--- src/udrb_pkg.sv ---
package udrb_pkg;

    // Function codes carried in the low bits of s_tuser.
    localparam logic [2:0] FN_RX_BYTE   = 3'd0;
    localparam logic [2:0] FN_TX_QUEUE  = 3'd1;
    localparam logic [2:0] FN_TX_DONE   = 3'd2;
    localparam logic [2:0] FN_HOST_READ = 3'd3;
    localparam logic [2:0] FN_CLEAR_RX  = 3'd4;
    localparam logic [2:0] FN_CLEAR_TX  = 3'd5;

    // Result status codes.
    localparam logic [2:0] ST_OK      = 3'd0;
    localparam logic [2:0] ST_NO_ROOM = 3'd1;
    localparam logic [2:0] ST_INVALID = 3'd2;
    localparam logic [2:0] ST_EMPTY   = 3'd3;
    localparam logic [2:0] ST_DROPPED = 3'd4;

    localparam int IN_TDATA_W  = 24;
    localparam int IN_TUSER_W  = 4;
    localparam int OUT_TDATA_W = 96;
    localparam int OUT_TUSER_W = 3;

    typedef struct packed {
        logic [2:0] func;
        logic       port_index;
        logic [7:0] data_byte;
        logic       block_first;
        logic       block_last;
        logic [8:0] block_length;
        logic       port_ok;
    } item_t;

    typedef struct packed {
        logic full;
        logic empty;
    } queue_flags_t;

    typedef struct packed {
        logic [2:0]  status;
        logic [7:0]  read_byte;
        logic        read_valid;
        logic [7:0]  line_tx_byte;
        logic        line_tx_start;
        logic        drive_enable;
        logic [7:0]  rx_available;
        logic        tx_busy;
        logic [31:0] rx_overflows;
        logic [31:0] tx_overflows;
    } result_t;

endpackage

--- src/udrb_queue.sv ---
module udrb_queue (
    input  logic                   clk,
    input  logic                   rst_n,
    input  logic                   push,
    input  udrb_pkg::item_t        push_item,
    input  logic                   pop,
    output udrb_pkg::item_t        head,
    output udrb_pkg::queue_flags_t flags
);
    import udrb_pkg::*;

    item_t      slot_reg [2];
    logic       wr_ptr_reg;
    logic       wr_ptr_next;
    logic       rd_ptr_reg;
    logic       rd_ptr_next;
    logic [1:0] count_reg;
    logic [1:0] count_next;
    logic       do_push;
    logic       do_pop;

    assign do_push = push && (count_reg != 2'd2);
    assign do_pop  = pop && (count_reg != 2'd0);

    always_comb
    begin
        wr_ptr_next = do_push ? ~wr_ptr_reg : wr_ptr_reg;
        rd_ptr_next = do_pop ? ~rd_ptr_reg : rd_ptr_reg;
        count_next  = count_reg;
        if (do_push && !do_pop)
        begin
            count_next = count_reg + 2'd1;
        end
        else if (do_pop && !do_push)
        begin
            count_next = count_reg - 2'd1;
        end
    end

    always_ff @(posedge clk or negedge rst_n)
    begin
        if (!rst_n)
        begin
            wr_ptr_reg <= 1'b0;
            rd_ptr_reg <= 1'b0;
            count_reg  <= 2'd0;
        end
        else
        begin
            wr_ptr_reg <= wr_ptr_next;
            rd_ptr_reg <= rd_ptr_next;
            count_reg  <= count_next;
        end
    end

    always_ff @(posedge clk)
    begin
        if (do_push)
        begin
            slot_reg[wr_ptr_reg] <= push_item;
        end
    end

    assign head        = slot_reg[rd_ptr_reg];
    assign flags.full  = (count_reg == 2'd2);
    assign flags.empty = (count_reg == 2'd0);

endmodule

--- config.mk ---
export PLATFORM = sky130hd
export DESIGN_NAME = udrb_queue
export DESIGN_NICKNAME = d
export VERILOG_FILES = /design/src/udrb_pkg.sv /design/src/udrb_queue.sv
export SDC_FILE = /design/constraint.sdc
export NUM_CORES = 1
export LEC_CHECK = 0
export BUFFER_PORTS_ARGS = -buffer_cell sky130_fd_sc_hd__buf_2
export CAP_MARGIN = 10
export CORE_MARGIN = 4
export CORE_UTILIZATION = 40
export CTS_BUF_LIST = sky130_fd_sc_hd__clkbuf_4 sky130_fd_sc_hd__clkbuf_8
export DETAILED_ROUTE_END_ITERATION = 6
export GPL_TIMING_DRIVEN = 0
export PLACE_DENSITY = 0.67
export SYNTH_ARGS = -nofsm -noshare
export SYNTH_HDL_FRONTEND = slang
export SYNTH_SLANG_ARGS = --single-unit
--- constraint.sdc ---
create_clock -name clk -period 2.04 [get_ports clk]
set_input_delay 0.408 -clock clk [delete_from_list [all_inputs] [get_ports clk]]
set_output_delay 0.408 -clock clk [all_outputs]
set_load 0.01 [all_outputs]
# After elaboration in Yosys (flattened, before gate mapping)
# Memories as Yosys holds them, arrays and structs flattened.
# Cells that the tools add are included.
classes:
  addsub: 2
  eq_ne: 2
  mux: 4
  bitwise_logic: 2
  n_reduce_logical: 9
ops:
  columns: ["op", "count"]
  rows:
  - ["1-bit logical AND", 4]
  - ["2-bit two-way mux", 2]
  - ["2-bit nonzero test", 2]
  - ["2-bit by 1-bit adder with 2-bit output, second input constant", 1]
  - ["2-bit equality test, second input constant", 1]
  - ["1-bit logical NOT", 2]
  - ["2-bit logical NOT", 1]
  - ["1-bit two-way mux", 2]
  - ["2-bit inequality test, second input constant", 1]
  - ["1-bit NOT", 2]
  - ["2-bit by 1-bit subtractor with 2-bit output, second input constant", 1]
totals:
  register_bits: 4
  ramBits: 48
  output_inout_bits: 26
  wordCells: 23
  n_memories: 1
memory_table:
  columns: ["name", "words", "width", "rd", "rd_clocked_by_memory_dff", "write_ports", "line", "rtl"]
  rows:
  - ["slot_reg", 2, 24, 1, 0, 1, "udrb_queue.sv:12", "item_t slot_reg [2];"]

# Logic depth before layout (Yosys ltp)
logic_depth:
  depth_word: 6
  depth_mapped: 7
  depth_no_buf: 7

# Worst setup path after synthesis
# OpenSTA, ideal clock, no wires.
synth_path:
  path_kind: "register to register"
  from: "reg count_reg[0]"
  to: "mem slot_reg[0][0] in the netlist's numbering (enable)"
  setup_time_ns: 0.405
  arrival_time_ns: 1.673
  required_ns: 1.635
  path_slack_ns: -0.038
  path_stages_with_launch: 4
  n_path_buf: 0
  period_less_slack_ns: 2.078
  path_cell_list: "dfrtp_1 > nand2b_1 > nand2_1 > nor2_1"
synth_via:
  elab_chain_len: 4
synth_lines:
  columns: ["element", "line", "rtl"]
  rows:
  - ["from (decl)", "udrb_queue.sv:17", "logic [1:0] count_reg;"]
  - ["from (signal assigned)", "udrb_queue.sv:52", "count_reg <= count_next;"]
  - ["2-bit inequality test", "udrb_queue.sv:22", "assign do_push = push && (count_reg != 2'd2);"]
  - ["1-bit logical AND", "udrb_queue.sv:22", null]
  - ["1-bit two-way mux", "udrb_queue.sv:58", "if (do_push)"]
  - ["1-bit two-way mux (implied by the code)", "udrb_queue.sv:60", "slot_reg[wr_ptr_reg] <= push_item;"]
  - ["to (decl)", "udrb_queue.sv:12", null]
# Every way passes these cells.

==> run metrics <==
initial DRC count=36; largest area contributor in the netlist=edfxtp_1; CP endpoint=head[11]; Avg Inst Size Synth=21.6 µm²; ranking of synthesized cells by area=edfxtp_1 (71%), mux2_4 (14%), dfrtp_1 (4.9%); number of synthesized flops with an enable pin=48; drt drc=0; total power draw=3.51 mW; PortBufs=53; synth unique cells=15; Setup WS post-layout=0.231 ns; Final setup viols=0; CTS tree=done; Max Clk Rate=553 MHz; GP Congestion=0.609; NumNets Final=184; die area=6280 µm²; max FFs per register=48; Seq/Total Area, Yosys=0.759; R2R setup slack=0.34 ns; Starting Density=0.422; core area=4820 µm²; P&R area growth vs syn=23.6%; post-synthesis register bit count=52; ant diodes=0; 1st-pass router iterations=4; crit path from=rd_ptr_reg; Hold Crit Start=push_item[9]; crit path DAT=1.40 ns; min Tclk post-route=1.81 ns; crit share post-route=0.887; first-pass GRT wire length=5.16 mm; average wire per cell in the routed design=14.6 µm; WHS Path Cells=1; pin count of the biggest net entering global routing=25; Mapped Cells=94; worst-path fanout max=10; Placed Cells=214; CTS sink count=52; setup tns final=0 ns; total CTS buffers=5; Crit Reg-Reg Endpoint=slot_reg[0][4]; Remaining Overflow, GRT=0; Yosys warnings=0; vias in the first global route=1112; Setup Buffers After CTS=0; outcome=completed; Req. time, crit path=1.63 ns; unrepaired setup endpoints after global routing=no; Synth Net Count=123; initial antenna violation count=0; Clock Latency Late Sink=0.29 ns; Die Ht=79.3 µm; Die W=79.3 µm; Lkg Pwr=1.02 nW; Post-DRT Antenna Nets=0; DR vias=1008; Slew headroom=0.520; total track usage=0.110; # Max-Cap Violations=0; Setup CP Type=flop to primary output; Synth Flop Type=edfxtp_1; Least-Margin Pin Slew=0.718 ns; WHS=0.301 ns; Worst R2R Path Depth=3; final instance area=2510 µm²; Core Util, Final=0.521; final WL=3.25 mm; launch point of the worst reg-to-reg path=count_reg[0]; max-slew violations=0; CTS clk-pin slew, worst paths=0.08 ns; Placed Area=2380 µm²; Synth top area share=0.710; most common cell in the netlist=edfxtp_1; clk buf depth=2; Synth top cells by count=edfxtp_1 (48), mux2_4 (19), mux2_2 (5), dfrtp_1 (4); Hold Fails Final Rpt=0; fraction of layout cells with a size suffix above 1=0.577; clk root buf=clkbuf_8; FP Rows=25; non-filler instance count after layout=223; CP Launch Type=flop; htree depth=2; Hold Crit Class=input pin to flop; clock skew=0.00298 ns; Synth async-reset ratio=0.0769; setup slack at placement=-0.0974 ns; hpwl dp=2.33 mm; Worst VDD drop=0.833 mV; # IOs=54; Via density=4.52; crit end category=primary output; Power per Cell Area=1400 nW/µm²; Post-Syn Area=2030 µm²
[cell usage in the layout, fill, tap and decap left out, drive strengths merged, types with 2 or more instances in the layout]
cell type and n:
edfxtp 48, dfrtp 4, clkbuf 6, xnor2 3, inv 2, mux2 24, nor2 3, buf 56
xor2 2
[worst min path at each step]
stage | to | slack [ns]
floorplan | count_reg[0] | 0.11
global placement | count_reg[1] | 0.21
detailed placement | count_reg[1] | 0.22
CTS | slot_reg[1][9] | 0.29
global route | slot_reg[1][7] | 0.28
finish | slot_reg[1][9] | 0.30
[critical path: stages, from the launching register on]
cell	delay [ns]
dfrtp_1	0.38
buf_6	0.14
buf_12	0.15
mux2_4	0.30
buf_2	0.14
[cell type report]
class                   count  area, µm²
inverters                   2       7.51
clock inverters             2       35.0
well taps                  67       83.8
flip-flops and latches     52       1540
fillers                   420       2310
plain buffers               3       51.3
repair buffers             54        275
clock buffers               6       76.3
multi-input cells          37        439
[what timing repair did]
action                     in CTS  in global routing
resized for setup               1                  1
hold buffers                    1                  0
setup endpoints to repair      24                 24
hold endpoints to repair        4                  0
[metal layers]
metal / GRT usage / up-vias / wire length (µm)
met2: 0.197 / 42 / 1680
met5: 0 / - / 0
li1: - / 479 / -
met1: 0.116 / 483 / 1230
met4: 0.0258 / 0 / 31
met3: 0.0522 / 4 / 306
[kinds of logic (layout without fill, tap and decap cells)]
group,count (synthesis),after routing,share of synthesized area
AOI/OAI and AO/OA,1,1,0.00246
xor gates and xnor gates,5,5,0.0216
adders and majority gates,1,1,0.00616
buffers and inverters,5,67,0.0290
DFF,52,52,0.759
muxes,24,24,0.168
and+or+nand+nor,6,6,0.0136
[power breakdown]
| part | internal [mW] | total [mW] | switching (mW) |
|---|---|---|---|
| Combinational | 0.672 | 1.28 | 0.604 |
| Clock | 0.377 | 0.677 | 0.300 |
| Sequential | 1.47 | 1.56 | 0.0936 |
(Power assumes the default switching activity.)
